**src/hw/rtl/gmpb_pkg.sv**
```systemverilog
package gmpb_pkg;

   // plane store geometry
   localparam int MAX_WIDTH = 256;
   localparam int COL_W     = $clog2(MAX_WIDTH);
   localparam int ROWS      = 8;
   localparam int ROW_W     = $clog2(ROWS);
   localparam int LANE_W    = 3;
   localparam int ENTRY_W   = ROWS * LANE_W;

   // result queue
   localparam int Q_DEPTH = 4;
   localparam int Q_PTR_W = $clog2(Q_DEPTH);
   localparam int Q_CNT_W = $clog2(Q_DEPTH + 1);

   // sample and config widths
   localparam int SAMPLE_W = 16;
   localparam int GEOM_W   = 8;
   localparam int CSR_IDX_W  = 4;
   localparam int CSR_DATA_W = 16;

   localparam logic [CSR_IDX_W-1:0] CSR_GRAY_MAX     = 4'd0;
   localparam logic [CSR_IDX_W-1:0] CSR_MASK_MAX     = 4'd1;
   localparam logic [CSR_IDX_W-1:0] CSR_IMAGE_WIDTH  = 4'd2;
   localparam logic [CSR_IDX_W-1:0] CSR_IMAGE_HEIGHT = 4'd3;

   localparam logic [SAMPLE_W-1:0] GRAY_MAX_RST     = 16'd255;
   localparam logic [SAMPLE_W-1:0] MASK_MAX_RST     = 16'd255;
   localparam logic [GEOM_W-1:0]   IMAGE_WIDTH_RST  = 8'd128;
   localparam logic [GEOM_W-1:0]   IMAGE_HEIGHT_RST = 8'd64;

   localparam logic OP_PUSH = 1'b0;
   localparam logic OP_PULL = 1'b1;

   // plane codes double as the bit position inside a lane
   localparam logic [1:0] PLANE_LSB  = 2'd0;
   localparam logic [1:0] PLANE_MSB  = 2'd1;
   localparam logic [1:0] PLANE_MASK = 2'd2;

   typedef enum logic [1:0] {
      ST_ACCEPT    = 2'd0,
      ST_PAGE_DONE = 2'd1,
      ST_REFUSED   = 2'd2,
      ST_PULL      = 2'd3
   } status_type;

   // classified transaction handed from front to back
   typedef struct packed {
      status_type          status;
      logic                byte_valid;
      logic [1:0]          plane;
      logic [COL_W-1:0]    column;
      logic                last_of_page;
      logic                last_of_image;
   } desc_type;

   typedef struct packed {
      status_type          status;
      logic                byte_valid;
      logic [7:0]          data_byte;
      logic [1:0]          plane;
      logic [COL_W-1:0]    column;
      logic                last_of_page;
      logic                last_of_image;
   } rsp_type;

   typedef struct packed {
      logic                wr_en;
      logic [ROW_W-1:0]    wr_lane;
      logic [COL_W-1:0]    wr_addr;
      logic [LANE_W-1:0]   wr_data;
      logic                rd_en;
      logic [COL_W-1:0]    rd_addr;
   } ram_cmd_type;

endpackage

```
**src/hw/rtl/gmpb_back.sv**
```systemverilog
module gmpb_back
   import gmpb_pkg::*;
(
   input  logic                clock,
   input  logic                reset,
   input  logic                desc_valid,
   input  desc_type            desc,
   input  logic [ENTRY_W-1:0]  rd_data,
   output logic                space_ok,
   output logic                rsp_tvalid,
   input  logic                rsp_tready,
   output rsp_type             rsp_head
);

   logic                s1_valid_ff;
   desc_type            s1_ff;
   rsp_type             q_ff [Q_DEPTH];
   logic [Q_PTR_W-1:0]  wr_ptr_ff, wr_ptr_in;
   logic [Q_PTR_W-1:0]  rd_ptr_ff, rd_ptr_in;
   logic [Q_CNT_W-1:0]  count_ff, count_in;
   logic [ROWS-1:0]     sel_bits;
   rsp_type             fmt;
   logic                push, pop;

   // pick the requested plane out of every row lane
   always_comb begin
      for (int i = 0; i < ROWS; i++) begin
         case (s1_ff.plane)
            PLANE_LSB:  sel_bits[i] = rd_data[i*LANE_W + 0];
            PLANE_MSB:  sel_bits[i] = rd_data[i*LANE_W + 1];
            PLANE_MASK: sel_bits[i] = rd_data[i*LANE_W + 2];
            default:    sel_bits[i] = 1'b0;
         endcase
      end
      fmt.status        = s1_ff.status;
      fmt.byte_valid    = s1_ff.byte_valid;
      fmt.data_byte     = sel_bits & {ROWS{s1_ff.byte_valid}};
      fmt.plane         = s1_ff.plane;
      fmt.column        = s1_ff.column;
      fmt.last_of_page  = s1_ff.last_of_page;
      fmt.last_of_image = s1_ff.last_of_image;
   end

   assign push       = s1_valid_ff;
   assign rsp_tvalid = (count_ff != '0);
   assign pop        = rsp_tvalid && rsp_tready;
   assign rsp_head   = q_ff[rd_ptr_ff];

   // count the stage in flight so the queue never overflows
   assign space_ok = (count_ff + Q_CNT_W'(s1_valid_ff)) < Q_CNT_W'(Q_DEPTH);

   always_comb begin
      wr_ptr_in = push ? wr_ptr_ff + Q_PTR_W'(1) : wr_ptr_ff;
      rd_ptr_in = pop ? rd_ptr_ff + Q_PTR_W'(1) : rd_ptr_ff;
      count_in  = count_ff + Q_CNT_W'(push) - Q_CNT_W'(pop);
   end

   always_ff @(posedge clock) begin
      if (reset) begin
         s1_valid_ff <= 1'b0;
         wr_ptr_ff   <= '0;
         rd_ptr_ff   <= '0;
         count_ff    <= '0;
      end else begin
         s1_valid_ff <= desc_valid;
         wr_ptr_ff   <= wr_ptr_in;
         rd_ptr_ff   <= rd_ptr_in;
         count_ff    <= count_in;
      end
   end

   always_ff @(posedge clock) begin
      if (desc_valid) begin
         s1_ff <= desc;
      end
      if (push) begin
         q_ff[wr_ptr_ff] <= fmt;
      end
   end

   a_count_range: assert property (@(posedge clock) disable iff (reset)
      count_ff <= Q_CNT_W'(Q_DEPTH))
      else $error("result queue count out of range");

   a_no_overflow: assert property (@(posedge clock) disable iff (reset)
      (s1_valid_ff && (count_ff == Q_CNT_W'(Q_DEPTH))) |-> pop)
      else $error("result written into a full queue");

   a_byte_on_pull: assert property (@(posedge clock) disable iff (reset)
      (rsp_tvalid && rsp_head.byte_valid) |-> (rsp_head.status == ST_PULL))
      else $error("packed byte delivered on a non-pull transaction");

endmodule
```
**config.mk**
```make
export PLATFORM = sky130hd
export DESIGN_NAME = gmpb_back
export DESIGN_NICKNAME = d
export VERILOG_FILES = /design/src/hw/rtl/gmpb_pkg.sv /design/src/hw/rtl/gmpb_back.sv
export SDC_FILE = /design/constraint.sdc
export NUM_CORES = 1
export LEC_CHECK = 0
export BUFFER_PORTS_ARGS = -buffer_cell sky130_fd_sc_hd__buf_2
export CAP_MARGIN = 30
export CORE_UTILIZATION = 48
export DETAILED_ROUTE_END_ITERATION = 10
export GPL_TIMING_DRIVEN = 0
export PLACE_DENSITY_LB_ADDON = 0.3
export SLEW_MARGIN = 20
export SYNTH_ARGS = -nofsm -noshare
export SYNTH_HDL_FRONTEND = slang
export SYNTH_SLANG_ARGS = --single-unit
export TNS_END_PERCENT = 10
```
**constraint.sdc**
```tcl
create_clock -name clock -period 1.7 [get_ports clock]
set_input_delay 0 -clock clock [delete_from_list [all_inputs] [get_ports clock]]
set_output_delay 0 -clock clock [all_outputs]
set_load 0.01 [all_outputs]
```
==> out/qor.txt <==
Fin cells: 452
Vias: 2372
Routed len/inst: 18.8 um
Vias per inst: 5.25
Final net count: 382
Hold_ws: 0.0381 ns
DRT iter0 DRCs: 197
Final Hold Viols: 0
R2R cell count: 4
CTS tree: yes
Sw Ratio: 23.1%
Vias in the first global route: 2467
Seq cells post-synth: 117
Synth Net Count: 266
CTS Sinks: 117
Crit share post-route: 106%
Outcome: finished with violations
Largest area contributor in the netlist: edfxtp_1
Htree depth: 4
Cell variety after synth: 23
Comb pwr share: 15.8%
HPWL Detailed: 4650 um
Starting Density: 50.7%
Post-synth EDFFs: 107
Worst-Margin Slew: 0.654 ns
FP Rows: 34
Required time of the worst setup path: 1.70 ns
Placed cell area: 0.00497 mm2
Kind of critical path: flip-flop to output pin
# Max-Cap Violations: 0
Layout Area Growth over Synthesis: 34.3%
Final Wtd Congestion: 0.632
Setup ws final: -0.0989 ns
Num CTS Buffers: 17
Overall routed net length: 8520 um
Share of layout cells above drive strength 1: 44.5%
I/O Pins: 68
Die Area: 0.00978 mm2
Routed Antenna Nets: 0
I/O Buffers: 66
Grt ovf: 0
Fin area: 0.00605 mm2
Slew Limit Fails: 0
Psw: 1890 uW
Clk pwr share: 42.6%
Max_slew headroom: 56.4%
Hold Crit Depth: 4
Max Fclk: 0.556 GHz
R2r setup slk: 0.18 ns
First-pass GRT wire length: 12800 um
Dpl cells: 389
Cell area after synthesis: 0.00450 mm2
FF-to-FF End: q_ff[1][16]$_DFFE_PP_
Leak: 0.00219 uW
Die extent in x: 98.9 um
Final setup fails: 23
Peak supply drop: 1.01 mV
Ys flop type: edfxtp_1
Sequential Power Share: 41.5%
FFs w/ async S/R, synth: 0%
Root Driver: clkbuf_8
Min-Delay Path Class: input pin to flip-flop
CP endpoint kind: output pin
Clk slew on worst S/H paths: 0.06 ns
WP data arrival: 1.80 ns
Synth Warn #: 0
Share of the synthesized area in the top cell type: 71.3%
Sequential share of the synthesized area: 75.8%
Die height: 98.9 um
Antenna violations before repair: 0
Cell Int Power: 6300 uW
Setup TNS: -1.63 ns
P per Cell Area: 1350 mW/mm2
Post-synthesis area per instance: 21.0 um2
Synth top area cells: edfxtp_1, mux4_2, dfxtp_1, ha_1, mux2i_1
RSZ-0062 raised after global routing: true
Max Root-Sink Buffers: 2
Pin count of the biggest net entering global routing: 24
Hold_sp: rd_data[6]
Remaining DRCs: 0
Synthesized instance count: 215
Critical path fanouts, max: 6
First-pass detailed-route iteration total: 4
Total GRT Usage: 18.6%
Diodes inserted: 0
Core Footprint: 0.00889 mm2
Final Critical Period: 1.80 ns
Clk Latency, worst-skew pair: 0.51 ns
Startpoint Class: flip-flop
Failing checks: setup timing
WHS Endpoint: q_ff[2][14]$_DFFE_PP_
Skew final: 0.0150 ns
R2R Path Start: fmt[11]$_DFFE_PP_
## worst max-delay path, stage by stage (launching register included)
cell and delay, ns:
dfxtp_2 0.34, buf_12 0.14, buf_12 0.12, mux4_2 0.54, buf_6 0.15
## metal layers
metal,GRT usage [%],share of wire [%],vias up
met4,6.66,0.81,0
li1,-,-,1090
met2,30.8,52,84
met3,6.24,4.3,8
met1,23.0,42,1190
met5,0,0,-
## cells by family (layout without fill, tap and decap cells)
kind of cell	after synthesis	in the layout	share of synthesized area (%)
xor gates and xnor gates	5	5	0.972
adders and majority gates	8	8	2.22
DFF	117	117	75.8
buffers and inverters	12	141	2.14
and+or+nand+nor	31	31	3.42
muxes	32	32	13.8
AOI/OAI and AO/OA	10	10	1.72
## placed cells by master (no fill, tap or decap), drive strengths merged
cell type,n
edfxtp,107
buf,76
dlygate4sd3,26
mux4,23
clkbuf,20
dfxtp,10
mux2i,9
or2,8
nand2,8
nor2,8
ha,8
a21boi,8
inv,6
clkinvlp,5
clkinv,5
and2,4
bufinv,3
xnor2,3
nor2b,2
xor2,2
o31a,1
or3,1
o311ai,1
## power by group through the flow
stage / Clock (uW) / Sequential [uW] / Combinational (uW)
after floorplan: 0 / 3420 / 681
after global placement: 0 / 3450 / 986
after detailed placement: 0 / 3460 / 1000
after CTS: 3550 / 3410 / 1190
after global routing: 3680 / 3420 / 1390
final: 3490 / 3400 / 1300
## flip-flops by register name, summed over array words and instances, names as in the netlist, named ones only
register,flops
rd_ptr_ff,2
count_ff,3
q_ff,92
fmt,15
push,1
wr_ptr_ff,2
## how the worst max path moves through the flow
stage,start,end,cells after the start
6_report,flip-flop,rsp_head[18],4
5_1_grt,flip-flop,rsp_head[18],4
4_1_cts,flip-flop,rsp_head[10],4
3_5_place_dp,fmt[10]$_DFFE_PP_,q_ff[2][18]$_DFFE_PP_,4
3_3_place_gp,wr_ptr_ff[0]$_SDFFE_PP0P_,q_ff[0][5]$_DFFE_PP_,3
2_1_floorplan,wr_ptr_ff[0]$_SDFFE_PP0P_,q_ff[2][0]$_DFFE_PP_,3
## cell usage after synthesis, drive strengths merged (3+ instances only)
master	count
edfxtp	107
and2	4
mux4	23
ha	8
buf	7
inv	4
dfxtp	10
xnor2	3
a21boi	8
or2	8
mux2i	9
nor2	8
nand2	8
## area by class of cell
class	count	area (um2)
tap	108	135
fill	563	2840
multi-input combinational	86	1030
clock inverter	15	180
clock buffer	17	414
sequential	117	3420
buffer	8	95.1
timing repair buffer	97	769
inverter	4	15.0
## through the flow
stage	util, %	total power (uW)	setup WS [ns]
3_5_place_dp	56.0	4460	-0.107
4_1_cts	66.7	8140	-0.141
6_report	68.1	8190	-0.0989
2_1_floorplan	-	4100	0.188
3_3_place_gp	55.9	4430	-0.249
5_1_grt	68.1	8490	-0.170
## timing repair
item	in CTS	in global routing
hold endpoints to repair	72	0
setup buffers	1	2
hold buffers	26	0
gates resized for setup	18	22
gates cloned	1	1
endpoints found under the setup margin	35	56
(Power assumes the default switching activity.)
