**src/hw/rtl/gmpb_pkg.sv**
```systemverilog
package gmpb_pkg;

   // plane store geometry
   localparam int MAX_WIDTH = 256;
   localparam int COL_W     = $clog2(MAX_WIDTH);
   localparam int ROWS      = 8;
   localparam int ROW_W     = $clog2(ROWS);
   localparam int LANE_W    = 3;
   localparam int ENTRY_W   = ROWS * LANE_W;

   // result queue
   localparam int Q_DEPTH = 4;
   localparam int Q_PTR_W = $clog2(Q_DEPTH);
   localparam int Q_CNT_W = $clog2(Q_DEPTH + 1);

   // sample and config widths
   localparam int SAMPLE_W = 16;
   localparam int GEOM_W   = 8;
   localparam int CSR_IDX_W  = 4;
   localparam int CSR_DATA_W = 16;

   localparam logic [CSR_IDX_W-1:0] CSR_GRAY_MAX     = 4'd0;
   localparam logic [CSR_IDX_W-1:0] CSR_MASK_MAX     = 4'd1;
   localparam logic [CSR_IDX_W-1:0] CSR_IMAGE_WIDTH  = 4'd2;
   localparam logic [CSR_IDX_W-1:0] CSR_IMAGE_HEIGHT = 4'd3;

   localparam logic [SAMPLE_W-1:0] GRAY_MAX_RST     = 16'd255;
   localparam logic [SAMPLE_W-1:0] MASK_MAX_RST     = 16'd255;
   localparam logic [GEOM_W-1:0]   IMAGE_WIDTH_RST  = 8'd128;
   localparam logic [GEOM_W-1:0]   IMAGE_HEIGHT_RST = 8'd64;

   localparam logic OP_PUSH = 1'b0;
   localparam logic OP_PULL = 1'b1;

   // plane codes double as the bit position inside a lane
   localparam logic [1:0] PLANE_LSB  = 2'd0;
   localparam logic [1:0] PLANE_MSB  = 2'd1;
   localparam logic [1:0] PLANE_MASK = 2'd2;

   typedef enum logic [1:0] {
      ST_ACCEPT    = 2'd0,
      ST_PAGE_DONE = 2'd1,
      ST_REFUSED   = 2'd2,
      ST_PULL      = 2'd3
   } status_type;

   // classified transaction handed from front to back
   typedef struct packed {
      status_type          status;
      logic                byte_valid;
      logic [1:0]          plane;
      logic [COL_W-1:0]    column;
      logic                last_of_page;
      logic                last_of_image;
   } desc_type;

   typedef struct packed {
      status_type          status;
      logic                byte_valid;
      logic [7:0]          data_byte;
      logic [1:0]          plane;
      logic [COL_W-1:0]    column;
      logic                last_of_page;
      logic                last_of_image;
   } rsp_type;

   typedef struct packed {
      logic                wr_en;
      logic [ROW_W-1:0]    wr_lane;
      logic [COL_W-1:0]    wr_addr;
      logic [LANE_W-1:0]   wr_data;
      logic                rd_en;
      logic [COL_W-1:0]    rd_addr;
   } ram_cmd_type;

endpackage

```
**src/hw/rtl/gmpb_front.sv**
```systemverilog
module gmpb_front
   import gmpb_pkg::*;
(
   input  logic                   clock,
   input  logic                   reset,
   input  logic                   req_tvalid,
   output logic                   req_tready,
   input  logic                   req_tuser,
   input  logic [31:0]            req_tdata,
   input  logic                   csr_valid,
   output logic                   csr_ready,
   input  logic [CSR_IDX_W-1:0]   csr_index,
   input  logic [CSR_DATA_W-1:0]  csr_data,
   input  logic                   space_ok,
   output logic                   desc_valid,
   output desc_type               desc,
   output ram_cmd_type            ram_cmd
);

   logic [SAMPLE_W-1:0] gray_max_ff, gray_max_in;
   logic [SAMPLE_W-1:0] mask_max_ff, mask_max_in;
   logic [GEOM_W-1:0]   image_width_ff, image_width_in;
   logic [GEOM_W-1:0]   image_height_ff, image_height_in;
   logic [GEOM_W-1:0]   row_index_ff, row_index_in;
   logic [COL_W-1:0]    column_index_ff, column_index_in;
   logic                page_pending_ff, page_pending_in;
   logic                final_page_ff, final_page_in;
   logic [1:0]          drain_plane_ff, drain_plane_in;
   logic [COL_W-1:0]    drain_column_ff, drain_column_in;

   logic                accept;
   logic [SAMPLE_W-1:0] pixel_value;
   logic [SAMPLE_W-1:0] mask_value;
   logic [GEOM_W-1:0]   w_eff, h_eff;
   logic [COL_W-1:0]    col;
   logic [GEOM_W-1:0]   row;
   logic                col_last, row_last, page_done;
   logic [ROW_W-1:0]    row_bit;
   logic [17:0]         gray_x3;
   logic [SAMPLE_W-1:0] thr_q1, thr_q2, thr_q3;
   logic [1:0]          level;
   logic                mask_bit;
   logic [1:0]          drain_pl;
   logic                drain_last;

   assign accept      = req_tvalid && req_tready;
   assign req_tready  = space_ok;
   assign csr_ready   = 1'b1;
   assign pixel_value = req_tdata[15:0];
   assign mask_value  = req_tdata[31:16];

   assign w_eff = (image_width_ff == '0) ? GEOM_W'(1) : image_width_ff;
   assign h_eff = (image_height_ff == '0) ? GEOM_W'(1) : image_height_ff;

   // wrap stale positions after a geometry change
   assign col = ({1'b0, column_index_ff} >= {1'b0, w_eff}) ? '0 : column_index_ff;
   assign row = (row_index_ff >= h_eff) ? '0 : row_index_ff;

   assign col_last  = ({1'b0, col} + 9'd1) >= {1'b0, w_eff};
   assign row_last  = ({1'b0, row} + 9'd1) >= {1'b0, h_eff};
   assign row_bit   = row[ROW_W-1:0];
   assign page_done = col_last && ((row_bit == ROW_W'(ROWS - 1)) || row_last);

   assign gray_x3 = {2'b00, gray_max_ff} + {1'b0, gray_max_ff, 1'b0};
   assign thr_q1  = {2'b00, gray_max_ff[15:2]};
   assign thr_q2  = {1'b0, gray_max_ff[15:1]};
   assign thr_q3  = gray_x3[17:2];

   // inverted level: dark samples give the high code
   always_comb begin
      if (pixel_value < thr_q1) begin
         level = 2'd3;
      end else if (pixel_value < thr_q2) begin
         level = 2'd2;
      end else if (pixel_value < thr_q3) begin
         level = 2'd1;
      end else begin
         level = 2'd0;
      end
   end

   assign mask_bit = mask_value > {1'b0, mask_max_ff[15:1]};

   assign drain_pl   = (drain_plane_ff >= PLANE_MASK) ? PLANE_MASK : drain_plane_ff;
   assign drain_last = ({1'b0, drain_column_ff} + 9'd1) >= {1'b0, w_eff};

   always_comb begin
      gray_max_in     = gray_max_ff;
      mask_max_in     = mask_max_ff;
      image_width_in  = image_width_ff;
      image_height_in = image_height_ff;
      row_index_in    = row_index_ff;
      column_index_in = column_index_ff;
      page_pending_in = page_pending_ff;
      final_page_in   = final_page_ff;
      drain_plane_in  = drain_plane_ff;
      drain_column_in = drain_column_ff;
      desc            = '0;
      ram_cmd         = '0;

      if (accept) begin
         if (req_tuser == OP_PULL) begin
            desc.status = ST_PULL;
            if (page_pending_ff) begin
               desc.byte_valid    = 1'b1;
               desc.plane         = drain_pl;
               desc.column        = drain_column_ff;
               desc.last_of_page  = (drain_pl == PLANE_MASK) && drain_last;
               desc.last_of_image = final_page_ff;
               ram_cmd.rd_en   = 1'b1;
               ram_cmd.rd_addr = drain_column_ff;
               if (drain_last) begin
                  drain_column_in = '0;
                  if (drain_pl == PLANE_MASK) begin
                     page_pending_in = 1'b0;
                     drain_plane_in  = PLANE_LSB;
                  end else begin
                     drain_plane_in = drain_pl + 2'd1;
                  end
               end else begin
                  drain_column_in = drain_column_ff + COL_W'(1);
               end
            end
         end else if (page_pending_ff) begin
            desc.status = ST_REFUSED;
         end else begin
            desc.status     = ST_ACCEPT;
            ram_cmd.wr_en   = 1'b1;
            ram_cmd.wr_lane = row_bit;
            ram_cmd.wr_addr = col;
            ram_cmd.wr_data = {mask_bit, level[1], level[0]};
            if (col_last) begin
               column_index_in = '0;
               row_index_in    = row_last ? '0 : row + GEOM_W'(1);
               if (page_done) begin
                  desc.status        = ST_PAGE_DONE;
                  desc.last_of_image = row_last;
                  final_page_in      = row_last;
                  page_pending_in    = 1'b1;
                  drain_plane_in     = PLANE_LSB;
                  drain_column_in    = '0;
               end
            end else begin
               column_index_in = col + COL_W'(1);
            end
         end
      end

      if (csr_valid && csr_ready) begin
         case (csr_index)
            CSR_GRAY_MAX:     gray_max_in     = csr_data;
            CSR_MASK_MAX:     mask_max_in     = csr_data;
            CSR_IMAGE_WIDTH:  image_width_in  = csr_data[GEOM_W-1:0];
            CSR_IMAGE_HEIGHT: image_height_in = csr_data[GEOM_W-1:0];
            default: ;
         endcase
      end
   end

   assign desc_valid = accept;

   always_ff @(posedge clock) begin
      if (reset) begin
         gray_max_ff     <= GRAY_MAX_RST;
         mask_max_ff     <= MASK_MAX_RST;
         image_width_ff  <= IMAGE_WIDTH_RST;
         image_height_ff <= IMAGE_HEIGHT_RST;
         row_index_ff    <= '0;
         column_index_ff <= '0;
         page_pending_ff <= 1'b0;
         final_page_ff   <= 1'b0;
         drain_plane_ff  <= PLANE_LSB;
         drain_column_ff <= '0;
      end else begin
         gray_max_ff     <= gray_max_in;
         mask_max_ff     <= mask_max_in;
         image_width_ff  <= image_width_in;
         image_height_ff <= image_height_in;
         row_index_ff    <= row_index_in;
         column_index_ff <= column_index_in;
         page_pending_ff <= page_pending_in;
         final_page_ff   <= final_page_in;
         drain_plane_ff  <= drain_plane_in;
         drain_column_ff <= drain_column_in;
      end
   end

endmodule

```
**config.mk**
```make
export PLATFORM = sky130hd
export DESIGN_NAME = gmpb_front
export DESIGN_NICKNAME = d
export VERILOG_FILES = /design/src/hw/rtl/gmpb_pkg.sv /design/src/hw/rtl/gmpb_front.sv
export SDC_FILE = /design/constraint.sdc
export NUM_CORES = 1
export LEC_CHECK = 0
export ABC_CLOCK_PERIOD_IN_PS = 6690
export BUFFER_PORTS_ARGS = -buffer_cell sky130_fd_sc_hd__clkbuf_2
export CORE_MARGIN = 2
export CORE_UTILIZATION = 59
export CTS_CLUSTER_SIZE = 24
export DETAILED_ROUTE_END_ITERATION = 16
export GPL_TIMING_DRIVEN = 0
export PLACE_DENSITY = 0.86
export SLEW_MARGIN = 10
export SYNTH_ARGS = -nofsm -noshare
export SYNTH_HDL_FRONTEND = slang
export SYNTH_SLANG_ARGS = --single-unit
```
**constraint.sdc**
```tcl
create_clock -name clock -period 6.69 [get_ports clock]
set_input_delay 0.3345 -clock clock [delete_from_list [all_inputs] [get_ports clock]]
set_output_delay 0.3345 -clock clock [all_outputs]
set_load 0.01 [all_outputs]
```
==> metrics, run 1 <==
Pre-antenna DRT Iters=5; clock latency reported for the late side of the worst-skew pair=0.35 ns; count of routing violations after the opening detailed-route iteration=396; reported max-cap violation count=0; cell count after synthesis=812; vias after detailed routing=6,119; total length of routed met2 wires=7140 um; share of synthesized flip-flops with an asynchronous set or reset=0%; count of placed standard cells in the final layout, fillers left out=1,065; Final period util=93.8%; maximum level of the CTS H-tree=3; post-layout min period=6.28 ns; top-level I/O count=100; Worst EP required=6.36 ns; Synth Flop Type=sky130_fd_sc_hd__dfxtp_1; overflow left after global routing=0; wire length on met1=7110 um; Worst Hold Class=primary input to register; register clock-pin slew on the reported worst setup and hold paths=0.08 ns; total global-route track usage=27.3%; sequential-to-total area share from yosys stat=23.0%; DRC violation count after routing=0; Final GP Congestion=0.925; Die ar.=11,900 um2; instance area after placement=7190 um2; global-route wire length before repair=26,000 um; final core utilization=68.2%; Netlist Area Pre-Place=6520 um2; startpoint class of the critical path=register; Vert. Die Dim=109 um; Initial Util=60.4%; number of routed nets with antenna violations=0; final total power=911 uW; leading cell type in the layout, fill and taps excluded=sky130_fd_sc_hd__ha_1; Setup violations, final=0; net total in the final layout=1,097; finished layout cell area=7360 um2; sequence of cells on the critical path=nor4_1 -> a41o_1 -> ha_1 -> nand2b_1 -> a21o_1 -> a21oi_1 -> o21ai_2 -> a21oi_2 -> clkbuf_1 -> and2_1 -> ha_1 -> nand3_1 -> xnor2_1 -> and2_1 -> ha_1 -> a21o_1 -> a2111oi_0 -> o21a_1 -> nor2_1 -> a41oi_1 -> buf_2 -> nor3_1 -> o21a_1 -> clkbuf_2; status=completed; Synth Net Count=988; Clock Sink Count=75; most used cells in the layout excluding fill and tap cells=sky130_fd_sc_hd__ha_1 (117), sky130_fd_sc_hd__clkbuf_2 (98), sky130_fd_sc_hd__nand2_1 (91); pin count of the biggest net entering global routing=13; hold-fix buffer count after cts=0; fmax=159 MHz; clock tree root buffer cell=sky130_fd_sc_hd__clkbuf_8; uppermost layer routed=met4; met3 WL=1020 um; slew of the pin with the lowest slew margin=0.758 ns; width of the die=109 um; growth of design area from synthesis to finish=12.8%; biggest cell delay along the critical path=0.55 ns; via count of the first global-routing pass=5,735; Slew Limit Headroom=49.5%; total placed cells including tap cells=1,050; port buffer count=98; proportion of layout cells with a drive suffix above 1=16.0%; count of unique library cells instantiated by Yosys=65; average cell area after synthesis=8.03 um2; EDFF count, synth=0; number of CTS-inserted buffers=9; number of resized instances in the post-cts repair step=0; Setup TNS=0 ns; cell with the largest stage delay on the worst path=sky130_fd_sc_hd__a2111oi_0; signal arrival time at the worst endpoint=5.94 ns; Max IR drop VDD=0.113 mV; unrepaired setup endpoints after global routing=false; flip-flop and latch count after synthesis=75; CTS tree=yes; vias per std cell=5.75; worst clock skew=0.00463 ns; areal power density over the cells=124 nW/um2; Critical Setup Path Class=register to output pin; number of setup buffers added after CTS=0; total count of max-transition violations in the final report=0; clk buf depth=2; number of antenna violations at the first check in global routing=0; total wire length after detailed routing=15,700 um; Critical Path Fanout Max=10; final hold viol count=0; endpoint class of the critical path=output pin; drt wl/cell=14.7 um; cell with the most instances on the worst path=sky130_fd_sc_hd__ha_1; n_diodes=0; placement row count=38; Leak Pwr=0.00354 uW; area inside the core boundary=10,800 um2; number of warnings printed during yosys synthesis=0; half-perimeter wire length after placement=12,600 um
==> cell type report <==
| class | instances | area (um2) |
|---|---|---|
| clock inverters | 5 | 30.0 |
| plain buffers | 32 | 171 |
| clock buffers | 10 | 138 |
| flip-flops and latches | 75 | 1500 |
| multi-input cells | 628 | 4560 |
| inverters | 77 | 289 |
| repair buffers | 98 | 490 |
| fillers | 895 | 3440 |
| well taps | 140 | 175 |
==> report_power, final <==
part / switching, uW / internal (uW)
combinational: 82.7 / 59.7
sequential: 4.08 / 451
clock: 173 / 141
total: 260 / 651
==> Yosys cell counts, drive strengths merged (2+ instances only) <==
library cell,count,share of area [%]
ha,117,22
nand2,91,5.2
nor2,54,3.1
a2111oi,3,0.69
and2,17,1.6
buf,17,1.8
and3,15,1.5
a21oi,55,4.4
a2bb2oi,5,0.67
a31oi,4,0.38
nor3,11,0.84
dfxtp,75,23
clkinv,2,0.12
o22ai,3,0.29
o211ai,22,2.7
clkbuf,15,0.86
nor4,5,0.48
o21a,17,2.0
a41o,2,0.31
a21o,26,3.0
nand2b,14,1.3
a211oi,8,1.2
o221ai,3,0.40
inv,75,4.3
nand3,32,2.5
a211o,2,0.27
o21ai,30,2.5
mux2i,18,2.8
xor2,16,2.1
nand4,16,1.6
nor3b,2,0.23
xnor2,15,2.0
or3,2,0.19
or4,2,0.23
and2b,4,0.50
nor2b,4,0.38
==> routing by layer <==
metal	track usage, %	vias up
li1	-	3079
met3	4.96	45
met5	0	-
met1	35.2	2796
met4	11.1	0
met2	44.7	199
==> through the flow <==
stage                     hold slack, ns  worst slack [ns]
after floorplan                    0.436              1.88
after global placement             0.445              1.16
after detailed placement           0.447             0.922
after CTS                          0.225             0.523
after global routing               0.237             0.126
final                              0.228             0.414
==> critical path: cells and delay by family, from the launching register on <==
kind | cells | cell delay (ns)
buffers and inverters | 3 | 0.71
AO/OA/AOI/OAI | 10 | 2.56
XOR/XNOR | 1 | 0.16
flip-flops | 1 | 0.36
AND/OR/NAND/NOR | 7 | 1.06
adder cells (fa/ha/maj) | 3 | 0.77
==> path summary, 6_finish.rpt <==
| path | slack (ns) | end | from | cells after the start |
|---|---|---|---|---|
| worst max-delay path | 0.41 | desc[13] | image_width_ff[3] | 24 |
| worst max register to register | 1.13 | column_index_ff[6] | image_width_ff[3] | 23 |
| worst min register to register | 0.46 | mask_max_ff[15] | mask_max_ff[15] | 2 |
| worst min-delay path | 0.23 | gray_max_ff[13] | csr_data[13] | 3 |
==> state kept, by name (all words and copies together), names as in the netlist <==
| register | cells |
|---|---|
| column_index_ff | 8 |
| drain_column_ff | 8 |
| row_index_ff | 8 |
| page_pending_ff | 1 |
| gray_max_ff | 16 |
| mask_max_ff | 15 |
| image_height_ff | 8 |
| drain_plane_ff | 2 |
| final_page_ff | 1 |
| image_width_ff | 8 |
==> cell families after synthesis <==
group,Yosys count,share of synthesized area (%)
other,1,0.0575
DFF,75,23.0
muxes,18,2.76
xor gates and xnor gates,31,4.16
buffers and inverters,109,7.06
AOI/OAI and AO/OA,189,20.1
and+or+nand+nor,271,20.0
adders and majority gates,118,22.8
No activity file was read; power rests on OpenSTA's default activity.
==> run 2, diff against run 1 <==
Settings changed: CORE_UTILIZATION 59 to 35, PLACE_DENSITY 0.86 to 0.58, SKIP_CTS_REPAIR_TIMING set to 1.
==> metrics, run 2 (synthesized netlist as in run 1, its figures left out) <==
uppermost layer routed=met4; Setup violations, final=0; fmax=164 MHz; Max IR drop VDD=0.123 mV; Final GP Congestion=0.850; top-level I/O count=100; number of antenna violations at the first check in global routing=0; Leak Pwr=0.00358 uW; Pre-antenna DRT Iters=4; Initial Util=35.9%; post-layout min period=6.08 ns; count of routing violations after the opening detailed-route iteration=249; count of filler cells inserted in the layout=1,869; global-route wire length before repair=27,200 um; areal power density over the cells=139 nW/um2; growth of design area from synthesis to finish=16.2%; via count of the first global-routing pass=5,515; total count of max-transition violations in the final report=0; status=completed; number of routed nets with antenna violations=0; Setup TNS=0 ns; clk buf depth=2; drt wl/cell=14.1 um; n_diodes=0; Slew Limit Headroom=50.3%; startpoint class of the critical path=register; largest register by flop count=gray_max_ff; area inside the core boundary=18,100 um2; most used cells in the layout excluding fill and tap cells=sky130_fd_sc_hd__ha_1 (117), sky130_fd_sc_hd__clkbuf_2 (98), sky130_fd_sc_hd__nand2_1 (91); vias per std cell=5.03; wire length on met1=8480 um; maximum level of the CTS H-tree=3; port buffer count=98; pin count of the biggest net entering global routing=15; signal arrival time at the worst endpoint=5.75 ns; endpoint class of the critical path=output pin; slew of the pin with the lowest slew margin=0.745 ns; Die ar.=19,700 um2; leading cell type in the layout, fill and taps excluded=sky130_fd_sc_hd__ha_1; CTS tree=yes; final hold viol count=0; vias after detailed routing=5,811; proportion of layout cells with a drive suffix above 1=16.0%; net total in the final layout=1,097; final core utilization=41.8%; Critical Path Fanout Max=10; registers with the most flip-flops=gray_max_ff x16, mask_max_ff x15; Critical Setup Path Class=register to output pin; Final period util=90.9%; total global-route track usage=16.8%; width of the die=141 um; total wire length after detailed routing=16,300 um; Vert. Die Dim=141 um; met3 WL=545 um; clock latency reported for the late side of the worst-skew pair=0.34 ns; DRC violation count after routing=0; unrepaired setup endpoints after global routing=false; Clock Sink Count=75; Worst Hold Class=primary input to register; overflow left after global routing=0; Sequential cell area=1500 um2; half-perimeter wire length after placement=13,300 um; worst clock skew=0.00544 ns; Worst EP required=6.36 ns; placement row count=49; flip-flop count of the largest register after layout=16; total length of routed met2 wires=7090 um; register clock-pin slew on the reported worst setup and hold paths=0.06 ns; reported max-cap violation count=0; number of CTS-inserted buffers=9; area of the multi-input gates=4560 um2; clock tree root buffer cell=sky130_fd_sc_hd__clkbuf_16
==> run 2: cell types whose count changed in the layout (fill, tap and decap cells not counted), sizes merged <==
cell | before | now
inv | 75 | 76
==> run 2: power breakdown <==
group / switching (uW) / total [uW] / internal, uW
Clock: 205 / 460 / 255
Sequential: 4.05 / 455 / 451
Combinational: 82.6 / 142 / 59.2
==> run 2: final timing paths <==
path                                        end  slack [ns]  cells after the start              start
worst max-delay path                   desc[13]        0.61                     24  image_width_ff[3]
worst min-delay path            gray_max_ff[15]        0.23                      3       csr_data[15]
worst max register to register  page_pending_ff        1.31                     23  image_width_ff[3]
worst min register to register  mask_max_ff[14]        0.45                      2    mask_max_ff[14]
==> run 2: worst max-delay path, cell delays in order (launching register included) <==
cell	delay [ns]
sky130_fd_sc_hd__dfxtp_1	0.35
sky130_fd_sc_hd__nor4_1	0.28
sky130_fd_sc_hd__a41o_1	0.30
sky130_fd_sc_hd__ha_1	0.25
sky130_fd_sc_hd__nand2b_1	0.14
sky130_fd_sc_hd__a21o_1	0.17
sky130_fd_sc_hd__a21oi_1	0.17
sky130_fd_sc_hd__o21ai_2	0.13
sky130_fd_sc_hd__a21oi_2	0.33
sky130_fd_sc_hd__clkbuf_1	0.31
sky130_fd_sc_hd__and2_1	0.22
sky130_fd_sc_hd__ha_1	0.24
sky130_fd_sc_hd__nand3_1	0.11
sky130_fd_sc_hd__xnor2_1	0.13
sky130_fd_sc_hd__and2_1	0.18
sky130_fd_sc_hd__ha_1	0.29
sky130_fd_sc_hd__a21o_1	0.16
sky130_fd_sc_hd__a2111oi_0	0.39
sky130_fd_sc_hd__o21a_1	0.21
sky130_fd_sc_hd__nor2_1	0.04
sky130_fd_sc_hd__a41oi_1	0.29
sky130_fd_sc_hd__buf_2	0.32
sky130_fd_sc_hd__nor3_1	0.09
sky130_fd_sc_hd__o21a_1	0.17
sky130_fd_sc_hd__clkbuf_2	0.12
==> run 2: final cells by class <==
| cell class | count | area share [%] |
|---|---|---|
| Multi-Input combinational cell | 628 | 60.2 |
| Sequential cell | 75 | 19.8 |
| Timing Repair Buffer | 98 | 6.47 |
| Inverter | 77 | 3.81 |
| Tap cell | 229 | 3.78 |
| Clock buffer | 10 | 3.02 |
| Buffer | 32 | 2.26 |
| Clock inverter | 6 | 0.660 |
==> run 2: metrics by stage <==
step | setup WS [ns] | cell area [um2] | cells | total power (uW) | hold WS [ns]
after floorplan | 1.88 | 6520 | 812 | 552 | 0.436
after global placement | 1.00 | 7300 | 1139 | 607 | 0.446
after detailed placement | 0.960 | 7300 | 1139 | 608 | 0.447
after CTS | 0.581 | 7580 | 1155 | 1070 | 0.222
after global routing | 0.157 | 7580 | 1155 | 1110 | 0.231
final | 0.609 | 7580 | 1155 | 1060 | 0.232
==> run 2: routing by layer <==
layer  vias to the layer above  track usage [%]
met1                      2617             23.8
met3                        12             2.67
li1                       3080                -
met4                         0             3.89
met2                       102             27.0
met5                         -                0
